[src/hw/rtl/kmq_pkg.sv]
// Package for the keyed multi-queue manager: sizes, codes, payload structs
// and the sequencer state type. Has no dependencies of its own.
`timescale 1ns / 1ps

package kmq_pkg;

  // Pool and queue sizing.
  localparam int POOL_ENTRIES = 64;
  localparam int WINDOWS      = 4;
  localparam int NUM_WIN_REGS = 4;

  localparam int IDX_W  = $clog2(POOL_ENTRIES);
  localparam int PTR_W  = IDX_W + 1;
  localparam int CNT_W  = $clog2(POOL_ENTRIES + 1);
  localparam int SLOT_W = (WINDOWS > 1) ? $clog2(WINDOWS) : 1;

  // Fixed field widths.
  localparam int CMD_W      = 2;
  localparam int WIN_W      = 16;
  localparam int PID_W      = 64;
  localparam int STATUS_W   = 2;
  localparam int QLEN_W     = 7;
  localparam int WIU_W      = 3;
  localparam int CFG_IDX_W  = 3;
  localparam int CFG_DATA_W = 16;
  localparam int NREG_IDX_W = 2;

  // Pointer value that marks an empty list.
  localparam logic [PTR_W-1:0] NULL_PTR = PTR_W'(POOL_ENTRIES);

  // Command codes.
  localparam logic [CMD_W-1:0] CMD_ENQUEUE = 2'd0;
  localparam logic [CMD_W-1:0] CMD_SERVE   = 2'd1;
  localparam logic [CMD_W-1:0] CMD_CLOSE   = 2'd2;

  // Status codes.
  localparam logic [STATUS_W-1:0] ST_OK      = 2'd0;
  localparam logic [STATUS_W-1:0] ST_UNKNOWN = 2'd1;
  localparam logic [STATUS_W-1:0] ST_EMPTY   = 2'd2;
  localparam logic [STATUS_W-1:0] ST_FULL    = 2'd3;

  // Configuration register indexes.
  localparam logic [CFG_IDX_W-1:0] CFG_WIN_USE  = 3'd0;
  localparam logic [CFG_IDX_W-1:0] CFG_WIN_NUM0 = 3'd1;

  typedef struct packed {
    logic [CMD_W-1:0] cmd;
    logic [WIN_W-1:0] window_number;
    logic [PID_W-1:0] person_id;
  } kmq_in_t;

  typedef struct packed {
    logic [STATUS_W-1:0] status;
    logic [PID_W-1:0]    served_id;
    logic [QLEN_W-1:0]   queue_length;
  } kmq_out_t;

  typedef enum logic {
    S_IDLE,
    S_FIN
  } kmq_state_t;

endpackage

[src/hw/rtl/kmq_ram.sv]
// Generic single-write, single-read RAM with a registered read port.
// Self-contained; used for the entry payload and link stores.
`timescale 1ns / 1ps

module kmq_ram #(
  parameter int WIDTH = 8,
  parameter int DEPTH = 16,
  localparam int AW = (DEPTH > 1) ? $clog2(DEPTH) : 1
) (
  input  logic             clk,
  input  logic             we,
  input  logic [AW-1:0]    waddr,
  input  logic [WIDTH-1:0] wdata,
  input  logic             re,
  input  logic [AW-1:0]    raddr,
  output logic [WIDTH-1:0] rdata
);

  logic [WIDTH-1:0] mem [DEPTH];
  logic [WIDTH-1:0] rdata_r;

  // Write port and registered read port; read data holds when not read.
  always_ff @(posedge clk) begin
    if (we) begin
      mem[waddr] <= wdata;
    end
    if (re) begin
      rdata_r <= mem[raddr];
    end
  end

  assign rdata = rdata_r;

endmodule

[src/hw/rtl/keyed_multi_queue_manager.sv]
// Top level of the keyed multi-queue manager: window lookup, list sequencer
// and result register. Depends on kmq_pkg and kmq_ram.
`timescale 1ns / 1ps

// Use of the block
// Up to WINDOWS FIFO queues, each owned by a configured window number, share
// a pool of POOL_ENTRIES entries held as linked lists with a free list.
// Channels: in_* carries one command item (enqueue, serve, close), out_*
// returns one result item per command, cfg_* writes the window count and the
// window numbers (ready whenever out of reset; write only while no command is
// in flight).
// Each command is accepted in S_IDLE, where the window is looked up and the
// link and payload memories are read and written as the command needs; in
// S_FIN the read data returns, any second link write is made and the result
// is loaded into the output register. The single write port of the link
// memory is why no new item is taken until the last one leaves S_FIN.
// A finished result waits in the output register while the next item is
// accepted; if the receiver still stalls when that item finishes, the block
// holds it in S_FIN until the register is free.
// Reset empties all queues and the free list, clears the window count and
// window numbers and drops any pending result. No item or register write is
// taken while reset is held. No clearing pass is needed.
module keyed_multi_queue_manager
  import kmq_pkg::*;
(
  input  logic                  clk,
  input  logic                  rst_n,
  input  logic                  in_valid,
  output logic                  in_ready,
  input  kmq_in_t               in_data,
  output logic                  out_valid,
  input  logic                  out_ready,
  output kmq_out_t              out_data,
  input  logic                  cfg_valid,
  output logic                  cfg_ready,
  input  logic [CFG_IDX_W-1:0]  cfg_index,
  input  logic [CFG_DATA_W-1:0] cfg_data
);

  kmq_state_t state_r, state_nxt;

  logic [WIU_W-1:0] win_use_r;
  logic [WIN_W-1:0] win_num_r [NUM_WIN_REGS];

  logic [PTR_W-1:0] head_r  [WINDOWS];
  logic [IDX_W-1:0] tail_r  [WINDOWS];
  logic [CNT_W-1:0] count_r [WINDOWS];
  logic [PTR_W-1:0] free_head_r, free_head_nxt;
  logic [CNT_W-1:0] fresh_r, fresh_nxt;

  // Command held from acceptance until S_FIN.
  logic [CMD_W-1:0]  cmd_r;
  logic [SLOT_W-1:0] slot_r;
  logic              hit_r;
  logic              ok_r;
  logic              from_free_r;
  logic [IDX_W-1:0]  entry_r;

  logic     out_valid_r, out_valid_nxt;
  kmq_out_t out_data_r, out_data_nxt;

  logic              accept;
  logic              fin_go;
  logic              hit;
  logic [SLOT_W-1:0] slot;
  logic [PTR_W-1:0]  q_head;
  logic [IDX_W-1:0]  q_tail;
  logic [CNT_W-1:0]  q_count;
  logic              from_free;
  logic              fresh_ok;
  logic [IDX_W-1:0]  alloc_e;
  logic              op_ok;

  logic [PTR_W-1:0] cur_head;
  logic [CNT_W-1:0] cur_count;
  logic [PTR_W-1:0] q_head_nxt;
  logic [IDX_W-1:0] q_tail_nxt;
  logic [CNT_W-1:0] q_count_nxt;

  logic             pay_we;
  logic [PID_W-1:0] pay_rdata;
  logic             link_we;
  logic [IDX_W-1:0] link_waddr;
  logic [PTR_W-1:0] link_wdata;
  logic [IDX_W-1:0] link_raddr;
  logic [PTR_W-1:0] link_rdata;

  assign in_ready  = rst_n && (state_r == S_IDLE);
  assign accept    = in_valid & in_ready;
  assign fin_go    = (state_r == S_FIN) && (!out_valid_r || out_ready);
  assign cfg_ready = rst_n;
  assign out_valid = out_valid_r;
  assign out_data  = out_data_r;

  // Configuration registers.
  always_ff @(posedge clk) begin
    if (!rst_n) begin
      win_use_r <= '0;
      for (int i = 0; i < NUM_WIN_REGS; i++) begin
        win_num_r[i] <= '0;
      end
    end else if (cfg_valid && cfg_ready) begin
      if (cfg_index == CFG_WIN_USE) begin
        win_use_r <= cfg_data[WIU_W-1:0];
      end else if (cfg_index >= CFG_WIN_NUM0 &&
                   cfg_index < CFG_WIN_NUM0 + CFG_IDX_W'(NUM_WIN_REGS)) begin
        win_num_r[NREG_IDX_W'(cfg_index - CFG_WIN_NUM0)] <= cfg_data[WIN_W-1:0];
      end
    end
  end

  // Window lookup: the lowest valid slot with a matching number wins.
  always_comb begin
    hit  = 1'b0;
    slot = '0;
    for (int i = WINDOWS - 1; i >= 0; i--) begin
      if (WIU_W'(i) < win_use_r && win_num_r[i] == in_data.window_number) begin
        hit  = 1'b1;
        slot = SLOT_W'(i);
      end
    end
  end

  assign q_head  = head_r[slot];
  assign q_tail  = tail_r[slot];
  assign q_count = count_r[slot];

  // Entry allocation: free list first, then never-used entries.
  assign from_free = free_head_r < NULL_PTR;
  assign fresh_ok  = fresh_r < CNT_W'(POOL_ENTRIES);
  assign alloc_e   = from_free ? free_head_r[IDX_W-1:0] : fresh_r[IDX_W-1:0];

  // Whether the command changes the lists.
  always_comb begin
    case (in_data.cmd) inside
      CMD_ENQUEUE: op_ok = hit && (from_free || fresh_ok);
      CMD_SERVE, CMD_CLOSE: op_ok = hit && q_count != '0 && q_head < NULL_PTR;
      default: op_ok = 1'b0;
    endcase
  end

  // Payload memory: written by enqueue, read at the queue head.
  assign pay_we = accept && in_data.cmd == CMD_ENQUEUE && op_ok;

  kmq_ram #(
    .WIDTH(PID_W),
    .DEPTH(POOL_ENTRIES)
  ) u_payload_ram (
    .clk  (clk),
    .we   (pay_we),
    .waddr(alloc_e),
    .wdata(in_data.person_id),
    .re   (accept),
    .raddr(q_head[IDX_W-1:0]),
    .rdata(pay_rdata)
  );

  // Link memory port: first write in the accept cycle, second in S_FIN.
  always_comb begin
    link_we    = 1'b0;
    link_waddr = q_tail;
    link_wdata = free_head_r;
    if (accept && op_ok) begin
      if (in_data.cmd == CMD_ENQUEUE) begin
        link_we    = (q_count != '0);
        link_wdata = PTR_W'(alloc_e);
      end else if (in_data.cmd == CMD_CLOSE) begin
        link_we    = 1'b1;
      end
    end else if (fin_go && hit_r && ok_r) begin
      link_waddr = entry_r;
      if (cmd_r == CMD_ENQUEUE) begin
        link_we    = 1'b1;
        link_wdata = NULL_PTR;
      end else if (cmd_r == CMD_SERVE) begin
        link_we    = 1'b1;
        link_wdata = free_head_r;
      end
    end
  end

  assign link_raddr = (in_data.cmd == CMD_ENQUEUE) ? free_head_r[IDX_W-1:0]
                                                   : q_head[IDX_W-1:0];

  kmq_ram #(
    .WIDTH(PTR_W),
    .DEPTH(POOL_ENTRIES)
  ) u_link_ram (
    .clk  (clk),
    .we   (link_we),
    .waddr(link_waddr),
    .wdata(link_wdata),
    .re   (accept),
    .raddr(link_raddr),
    .rdata(link_rdata)
  );

  // Capture the command in the accept cycle.
  always_ff @(posedge clk) begin
    if (accept) begin
      cmd_r       <= in_data.cmd;
      slot_r      <= slot;
      hit_r       <= hit;
      ok_r        <= op_ok;
      from_free_r <= from_free;
      entry_r     <= (in_data.cmd == CMD_ENQUEUE) ? alloc_e : q_head[IDX_W-1:0];
    end
  end

  assign cur_head  = head_r[slot_r];
  assign cur_count = count_r[slot_r];

  // S_FIN: queue and free-list update and the result item.
  always_comb begin
    q_head_nxt    = cur_head;
    q_tail_nxt    = tail_r[slot_r];
    q_count_nxt   = cur_count;
    free_head_nxt = free_head_r;
    fresh_nxt     = fresh_r;
    out_data_nxt  = out_data_r;
    out_valid_nxt = out_valid_r && !out_ready;
    state_nxt     = state_r;

    unique case (state_r)
      S_IDLE: begin
        if (accept) begin
          state_nxt = S_FIN;
        end
      end
      S_FIN: begin
        if (fin_go) begin
          state_nxt                 = S_IDLE;
          out_valid_nxt             = 1'b1;
          out_data_nxt.status       = ST_OK;
          out_data_nxt.served_id    = '0;
          if (hit_r) begin
            case (cmd_r)
              CMD_ENQUEUE: begin
                if (ok_r) begin
                  if (from_free_r) begin
                    free_head_nxt = link_rdata;
                  end else begin
                    fresh_nxt = fresh_r + 1'b1;
                  end
                  if (cur_count == '0) begin
                    q_head_nxt = PTR_W'(entry_r);
                  end
                  q_tail_nxt  = entry_r;
                  q_count_nxt = cur_count + 1'b1;
                end else begin
                  out_data_nxt.status = ST_FULL;
                end
              end
              CMD_SERVE: begin
                if (ok_r) begin
                  out_data_nxt.served_id = pay_rdata;
                  q_count_nxt   = cur_count - 1'b1;
                  q_head_nxt    = (q_count_nxt == '0) ? NULL_PTR : link_rdata;
                  free_head_nxt = PTR_W'(entry_r);
                end else begin
                  out_data_nxt.status = ST_EMPTY;
                end
              end
              CMD_CLOSE: begin
                if (ok_r) begin
                  free_head_nxt = cur_head;
                end
                q_head_nxt  = NULL_PTR;
                q_count_nxt = '0;
              end
              default: begin
              end
            endcase
            out_data_nxt.queue_length = QLEN_W'(q_count_nxt);
          end else begin
            out_data_nxt.status       = ST_UNKNOWN;
            out_data_nxt.queue_length = '0;
          end
        end
      end
      default: begin
        state_nxt = S_IDLE;
      end
    endcase
  end

  // Control and list state registers.
  always_ff @(posedge clk) begin
    if (!rst_n) begin
      state_r     <= S_IDLE;
      out_valid_r <= 1'b0;
      free_head_r <= NULL_PTR;
      fresh_r     <= '0;
      for (int i = 0; i < WINDOWS; i++) begin
        head_r[i]  <= NULL_PTR;
        count_r[i] <= '0;
      end
    end else begin
      state_r     <= state_nxt;
      out_valid_r <= out_valid_nxt;
      free_head_r <= free_head_nxt;
      fresh_r     <= fresh_nxt;
      if (fin_go && hit_r) begin
        head_r[slot_r]  <= q_head_nxt;
        count_r[slot_r] <= q_count_nxt;
      end
    end
  end

  // Tail pointers and result payload need no reset.
  always_ff @(posedge clk) begin
    out_data_r <= out_data_nxt;
    if (fin_go && hit_r) begin
      tail_r[slot_r] <= q_tail_nxt;
    end
  end

endmodule
[config.mk]
export PLATFORM = sky130hd
export DESIGN_NAME = keyed_multi_queue_manager
export DESIGN_NICKNAME = d
export VERILOG_FILES = /design/src/hw/rtl/kmq_pkg.sv /design/src/hw/rtl/kmq_ram.sv /design/src/hw/rtl/keyed_multi_queue_manager.sv
export SDC_FILE = /design/constraint.sdc
export NUM_CORES = 2
export LEC_CHECK = 0
export ABC_CLOCK_PERIOD_IN_PS = 10960
export BUFFER_PORTS_ARGS = -buffer_cell sky130_fd_sc_hd__buf_4
export CAP_MARGIN = 20
export CORE_AREA = 2 2 704 706
export CTS_BUF_LIST = sky130_fd_sc_hd__clkbuf_2 sky130_fd_sc_hd__clkbuf_4 sky130_fd_sc_hd__clkbuf_8
export CTS_CLUSTER_DIAMETER = 40
export CTS_CLUSTER_SIZE = 8
export DETAILED_ROUTE_END_ITERATION = 10
export DIE_AREA = 0 0 706 708
export PLACE_DENSITY = 0.53
export SYNTH_ARGS = -nofsm -noshare
export SYNTH_HDL_FRONTEND = slang
export SYNTH_MEMORY_MAX_BITS = 65536
export SYNTH_SLANG_ARGS = --single-unit
export TNS_END_PERCENT = 20
[constraint.sdc]
create_clock -name clk -period 10.96 [get_ports clk]
set_input_delay 1.096 -clock clk [delete_from_list [all_inputs] [get_ports clk]]
set_output_delay 1.096 -clock clk [all_outputs]
set_load 0.02 [all_outputs]
==> Word level (Yosys, flattened, before mapping) <==
Memories as Yosys holds them, arrays and structs flattened. A register that Yosys moved wholly into a read port is not among the register bits.
Cells that the tools add are included.
{ "classes": {"n_addsub": 4, "order_cmp": 9, "n_eq_ne": 17, "n_mux": 82, "bitwise_logic": 3, "n_reduce_logical": 38} }
{ "op_table": {"columns": ["operator", "n"], "rows": [
  ["$mux W7", 22],
  ["$eq A16 B16 Y1", 4],
  ["$pmux W7 S3", 3],
  ["$mux W6", 10],
  ["$mux W1", 33],
  ["$mux W2", 11],
  ["$lt A7 B7 Y1 const B", 3],
  ["$logic_and A1 B1 Y1", 17],
  ["$mux W16", 1],
  ["$reduce_or A16 Y1", 1],
  ["$add A7 B1 Y7 const B", 2],
  ["$logic_not A7 Y1", 2],
  ["$reduce_or A7 Y1", 2],
  ["$reduce_and A6 Y1", 2],
  ["$ne A2 B2 Y1 const B", 5],
  ["$reduce_and A8 Y1", 1],
  ["$reduce_bool A7 Y1", 1],
  ["$sub A7 B1 Y7 const B", 1],
  ["$lt A1 B3 Y1 const A", 2],
  ["$lt A2 B3 Y1 const A", 2],
  ["$ne A5 B5 Y1 const B", 1],
  ["$eq A2 B1 Y1 const B", 2],
  ["$eq A2 B2 Y1 const B", 2],
  ["$logic_not A2 Y1", 2],
  ["other kinds (17)", 21]
]} }
{ "word_totals": {"register_bits": 105, "ram_bits": 4688, "out_inout_bits": 76, "word_cells": 173, "n_memories": 6} }
{ "mem_list": {"columns": ["memory", "depth", "width", "read_ports", "rd_clocked_by_memory_dff", "write_ports", "line_no", "source"], "rows": [
  ["u_payload_ram.mem", 64, 64, 1, 1, 1, "kmq_ram.sv:19", "logic [WIDTH-1:0] mem [DEPTH];"],
  ["u_link_ram.mem", 64, 7, 1, 1, 1, "kmq_ram.sv:19", null],
  ["win_num_r", 4, 16, 4, 0, 4, "keyed_multi_queue_manager.sv:43", "logic [WIN_W-1:0] win_num_r [NUM_WIN_REGS];"],
  ["count_r", 4, 7, 2, 1, 4, "keyed_multi_queue_manager.sv:47", "logic [CNT_W-1:0] count_r [WINDOWS];"],
  ["head_r", 4, 7, 2, 1, 4, "keyed_multi_queue_manager.sv:45", "logic [PTR_W-1:0] head_r [WINDOWS];"],
  ["tail_r", 4, 6, 1, 0, 1, "keyed_multi_queue_manager.sv:46", "logic [IDX_W-1:0] tail_r [WINDOWS];"]
]} }

==> Longest topological paths before layout <==
An unclocked memory read counts as a cell.
{ "depth": {"word_depth": 16, "depth_mapped": 18} }

==> Cells and area by module <==
A second synthesis with hierarchy kept.
{ "unflattened": {"cells_unflattened": 8444, "hier_area_um2": 187362.2} }
{ "modules_own_cells": {"columns": ["mod", "instances", "cells_each", "area_per_inst_um2", "seq_area_each_um2"], "rows": [
  ["kmq_ram (u_payload_ram)", 1, 6598, 156989.3, 124919.8],
  ["kmq_ram (u_link_ram)", 1, 827, 17705.7, 13663.1],
  ["keyed_multi_queue_manager", 1, 1019, 12667.1, 7327.0]
]} }

==> Least setup slack after synthesis <==
Ideal clock, no wire load.
{ "synth_timing": {"path_kind": "input to register", "startpoint": "input port rst_n", "endpoint": "memory u_payload_ram.mem[35][0] in the netlist's numbering, enable pin", "setup_ns": 0.487, "arrival_time_ns": 7.681, "t_required_ns": 10.473, "slack_ns": 2.792, "path_stages": 8, "path_buffers": 1, "cell_sequence": "nor2b_1 -> and2_1 -> clkbuf_1 -> and3_1 -> nand2_1 -> nor2_1 -> nand2_1 -> nor2_1"} }
{ "synth_via": {"elab_chain_len": 6} }
{ "synth_lines": {"columns": ["item", "line_no", "source"], "rows": [
  ["start, declared", "keyed_multi_queue_manager.sv:27", "input logic rst_n,"],
  ["$logic_and A1 B1 Y1", "keyed_multi_queue_manager.sv:88", "assign in_ready = rst_n && (state_r == S_IDLE);"],
  ["$and A1 B1 Y1", "keyed_multi_queue_manager.sv:89", "assign accept = in_valid & in_ready;"],
  ["net accept", "keyed_multi_queue_manager.sv:62", "logic accept;"],
  ["$logic_and A1 B1 Y1 (2 in a row)", "keyed_multi_queue_manager.sv:143", "assign pay_we = accept && in_data.cmd == CMD_ENQUEUE && op_ok;"],
  ["$mux W1", "kmq_ram.sv:24", "if (we) begin"],
  ["$mux W1 (not written as such)", "kmq_ram.sv:25", "mem[waddr] <= wdata;"],
  ["end, declared", "kmq_ram.sv:19", null]
]} }
The timed path passes the listed nets, and every way through them passes these cells.

==> results.json <==
{
  "crit_arrival_ns": 7.66,
  "postCtsSetupBuffers": 0,
  "yosys.area.top_type": "edfxtp_1",
  "nFillCells": 43758,
  "area_growth_pct": 11.4,
  "violations": "antenna rules",
  "grtUsageTotal_pct": 24.4,
  "clock-sinks": 4866,
  "total_leakage_power_nw": 75.0,
  "avgRoutedWirePerCell_um": 30.6,
  "num_io_pins": 182,
  "synthArstFlopShare_pct": 0,
  "synth_flop_cell": "edfxtp_1",
  "synthSimpleGateAreaFrac_pct": 10.5,
  "fin_ws_ns": 4.46,
  "clockBufferDepth": 4,
  "vias": 120816,
  "die_area_um2": 500000,
  "synth_edf_count": 4845,
  "worstSkewPairLatency_ns": 1.34,
  "overflow": 0,
  "timing.hold.ws_ns": 0.140,
  "synth.avg_cell_area_um2": 14.6,
  "worst_setup_path_end_kind": "register",
  "ys_top_cells_by_area": "edfxtp_1 (74%), nand2_1 (5.7%), mux2i_1 (5.5%)",
  "die_h_um": 708,
  "slew_viol_final": 0,
  "viasPerCell": 5.85,
  "drc": 0,
  "cp-start-kind": "register",
  "grt_max_degree": 162,
  "multi_input_area_um2": 46800,
  "worst-setup-path-type": "register to register",
  "root_buffer": "clkbuf_8",
  "ant_nets": 1,
  "cts.reportedPaths.clkPinSlew_ns": 0.06,
  "cts-buffers-inserted": 754,
  "core_um2": 492000,
  "grt_pass1_wl_um": 882000,
  "gp_congestion": 0.814,
  "seqCellArea_um2": 146000,
  "firstDrtPassIters": 6,
  "io_buffers": 181,
  "rsz0062_at_grt": "false",
  "start_util_pct": 39.9,
  "design_area_um2": 219000,
  "synth_cells": 13465,
  "drv_cap": 0,
  "synth_top_family_by_area": "simple AND/OR/NAND/NOR gates",
  "hold_viol": 0,
  "fmax_mhz": 154,
  "cp-startpoint": "win_num_r[1][14]$_SDFFCE_PN0P_",
  "tightest_slew_ns": 1.26,
  "first_global_vias": 113852,
  "power_mw": 36.6,
  "p_per_area_nw_per_um2": 168,
  "min_period_ns": 6.50,
  "required_ns": 12.13,
  "synth_mux_area_share_pct": 6.53,
  "finalNetCount": 13910,
  "finalSetupViolCount": 0,
  "status": "finished with violations",
  "synth_top_area_share_pct": 74.1,
  "final.period_utilization_pct": 59.3,
  "slew-limit-headroom_pct": 16.2,
  "first_iter_violations": 14238,
  "synth_compound_area_share_pct": 6.04,
  "antenna_found_initial": 49,
  "fin_skew_ns": 0.152,
  "syn-cell-area_um2": 196000,
  "synth.distinct_cells": 86,
  "cts_tree": "yes",
  "place_area_um2": 205000,
  "synth-adder-area-share_pct": 0.0893,
  "hold_path_class": "primary input to register",
  "yosys_warnings": 0,
  "hold_path.startpoint": "in_valid",
  "crit_fanout": 129,
  "mostFrequentLayoutCell": "edfxtp_1",
  "syn_nets": 13585,
  "ctsHtreeMaxLevel": 6,
  "synth_xor_area_share_pct": 0.312,
  "final_cell_mix": "edfxtp_1 (4,845), nand2_1 (2,985), mux2i_1 (1,088), clkbuf_8 (767), nand3_1 (624)",
  "synth_seq_area_share_pct": 74.4,
  "timing.setup.tns_ns": 0,
  "drive_gt1_share_pct": 12.4,
  "wl_um": 631000,
  "post-place-ws_ns": 3.84,
  "ys_ff_latch": 4866,
  "die_w_um": 706,
  "hpwl_um": 321000,
  "rows": 258,
  "r2r_start": "win_num_r[1][14]$_SDFFCE_PN0P_",
  "vdd_drop_max_mv": 0.123
}
==> cell type report <==
| type | instances | share of cell area, % |
|---|---|---|
| Sequential cell | 4866 | 66.7 |
| Multi-Input combinational cell | 7672 | 21.4 |
| Clock buffer | 864 | 5.16 |
| Tap cell | 6500 | 3.72 |
| Timing Repair Buffer | 474 | 2.06 |
| Clock inverter | 225 | 0.869 |
| Inverter | 22 | 0.0378 |
| Antenna cell | 26 | 0.0298 |
==> final timing paths <==
| kind | cells past startpoint | end | slack (ns) |
|---|---|---|---|
| max reg2reg | 15 | u_payload_ram.rdata[45]$_DFFE_PP_ | 4.46 |
| min reg2reg | 1 | out_data[12]$_SDFFCE_PN0P_ | 0.55 |
| min | 3 | state_r$_SDFF_PN0_ | 0.14 |
| max | 15 | u_payload_ram.rdata[45]$_DFFE_PP_ | 4.46 |
==> cell usage after synthesis, types with 8 or more instances <==
master and instances:
a211oi_1 276, a21oi_1 226, a221o_1 67, a221oi_1 12
a22oi_1 15, a311oi_1 403, a31oi_1 414, a32oi_1 8
and2_1 142, and3_1 560, buf_1 30, buf_2 182
buf_4 36, buf_6 56, clkbuf_1 601, dfxtp_1 21
edfxtp_1 4845, ha_1 14, inv_1 21, mux2_2 136
mux2i_1 1088, mux4_2 14, nand2_1 2989, nand2b_1 16
nand3_1 624, nand4_1 19, nor2_1 234, nor2b_1 30
nor3_1 36, nor4_1 20, o211ai_1 10, o21ai_0 41
o21ai_1 9, o221ai_1 11, o22ai_1 73, or3_1 10
xnor2_1 25, xor2_1 45
==> sequential cells by signal, indices dropped and copies added (netlist names), 24 cells and up, named ones only <==
name                 flops
out_data                73
u_link_ram.mem         448
win_num_r               64
head_r                  28
u_payload_ram.mem     4096
u_payload_ram.rdata     64
tail_r                  24
count_r                 28
==> logic make-up after synthesis <==
| family | Yosys count |
|---|---|
| AOI/OAI and AO/OA | 1635 |
| xor gates and xnor gates | 70 |
| adders and majority gates | 14 |
| buffers and inverters | 927 |
| DFF | 4866 |
| muxes | 1245 |
| and+or+nand+nor | 4708 |
==> what timing repair did <==
item | CTS | global route
hold buffers | 2 | 0
endpoints found under the hold margin | 2 | 0
gates resized for setup | 0 | 0
==> report_power, final <==
| part | internal, mW | switching, mW | total [mW] |
|---|---|---|---|
| registers | 20.5 | 0.0689 | 20.6 |
| clock network | 7.20 | 7.17 | 14.4 |
| logic | 0.504 | 1.20 | 1.70 |
| total | 28.2 | 8.44 | 36.6 |
==> per-stage QoR <==
stage                     std cells  util (%)
after detailed placement      19531      41.7
final                         20649      44.4
after floorplan               13465         -
after global placement        19522      41.7
after global routing          20630      44.4
after CTS                     20622      44.4
==> metal layers <==
metal	global-route usage (%)	part of all wire, %	vias to the layer above	wire length [um]
li1	-	-	51697	-
met1	34.9	43	62684	271000
met2	38.7	46	5396	293000
met3	4.01	8.0	1025	50700
met4	6.62	2.7	14	16800
met5	0	0.016	-	99
==> worst max-delay path, stage by stage (launching register included) <==
cell and delay (ns):
edfxtp_1 0.40, xor2_1 0.18, nor4_1 0.78, nand2_1 0.33, or2_0 0.48, a311o_2 0.44
buf_4 0.26, nand2_4 0.68, buf_12 0.53, buf_4 0.88, a211oi_1 0.21, a31oi_1 0.24
mux2i_1 0.12, mux2_2 0.31, o22ai_1 0.17, a221o_1 0.14
No activity file was read; power rests on OpenSTA's default activity.
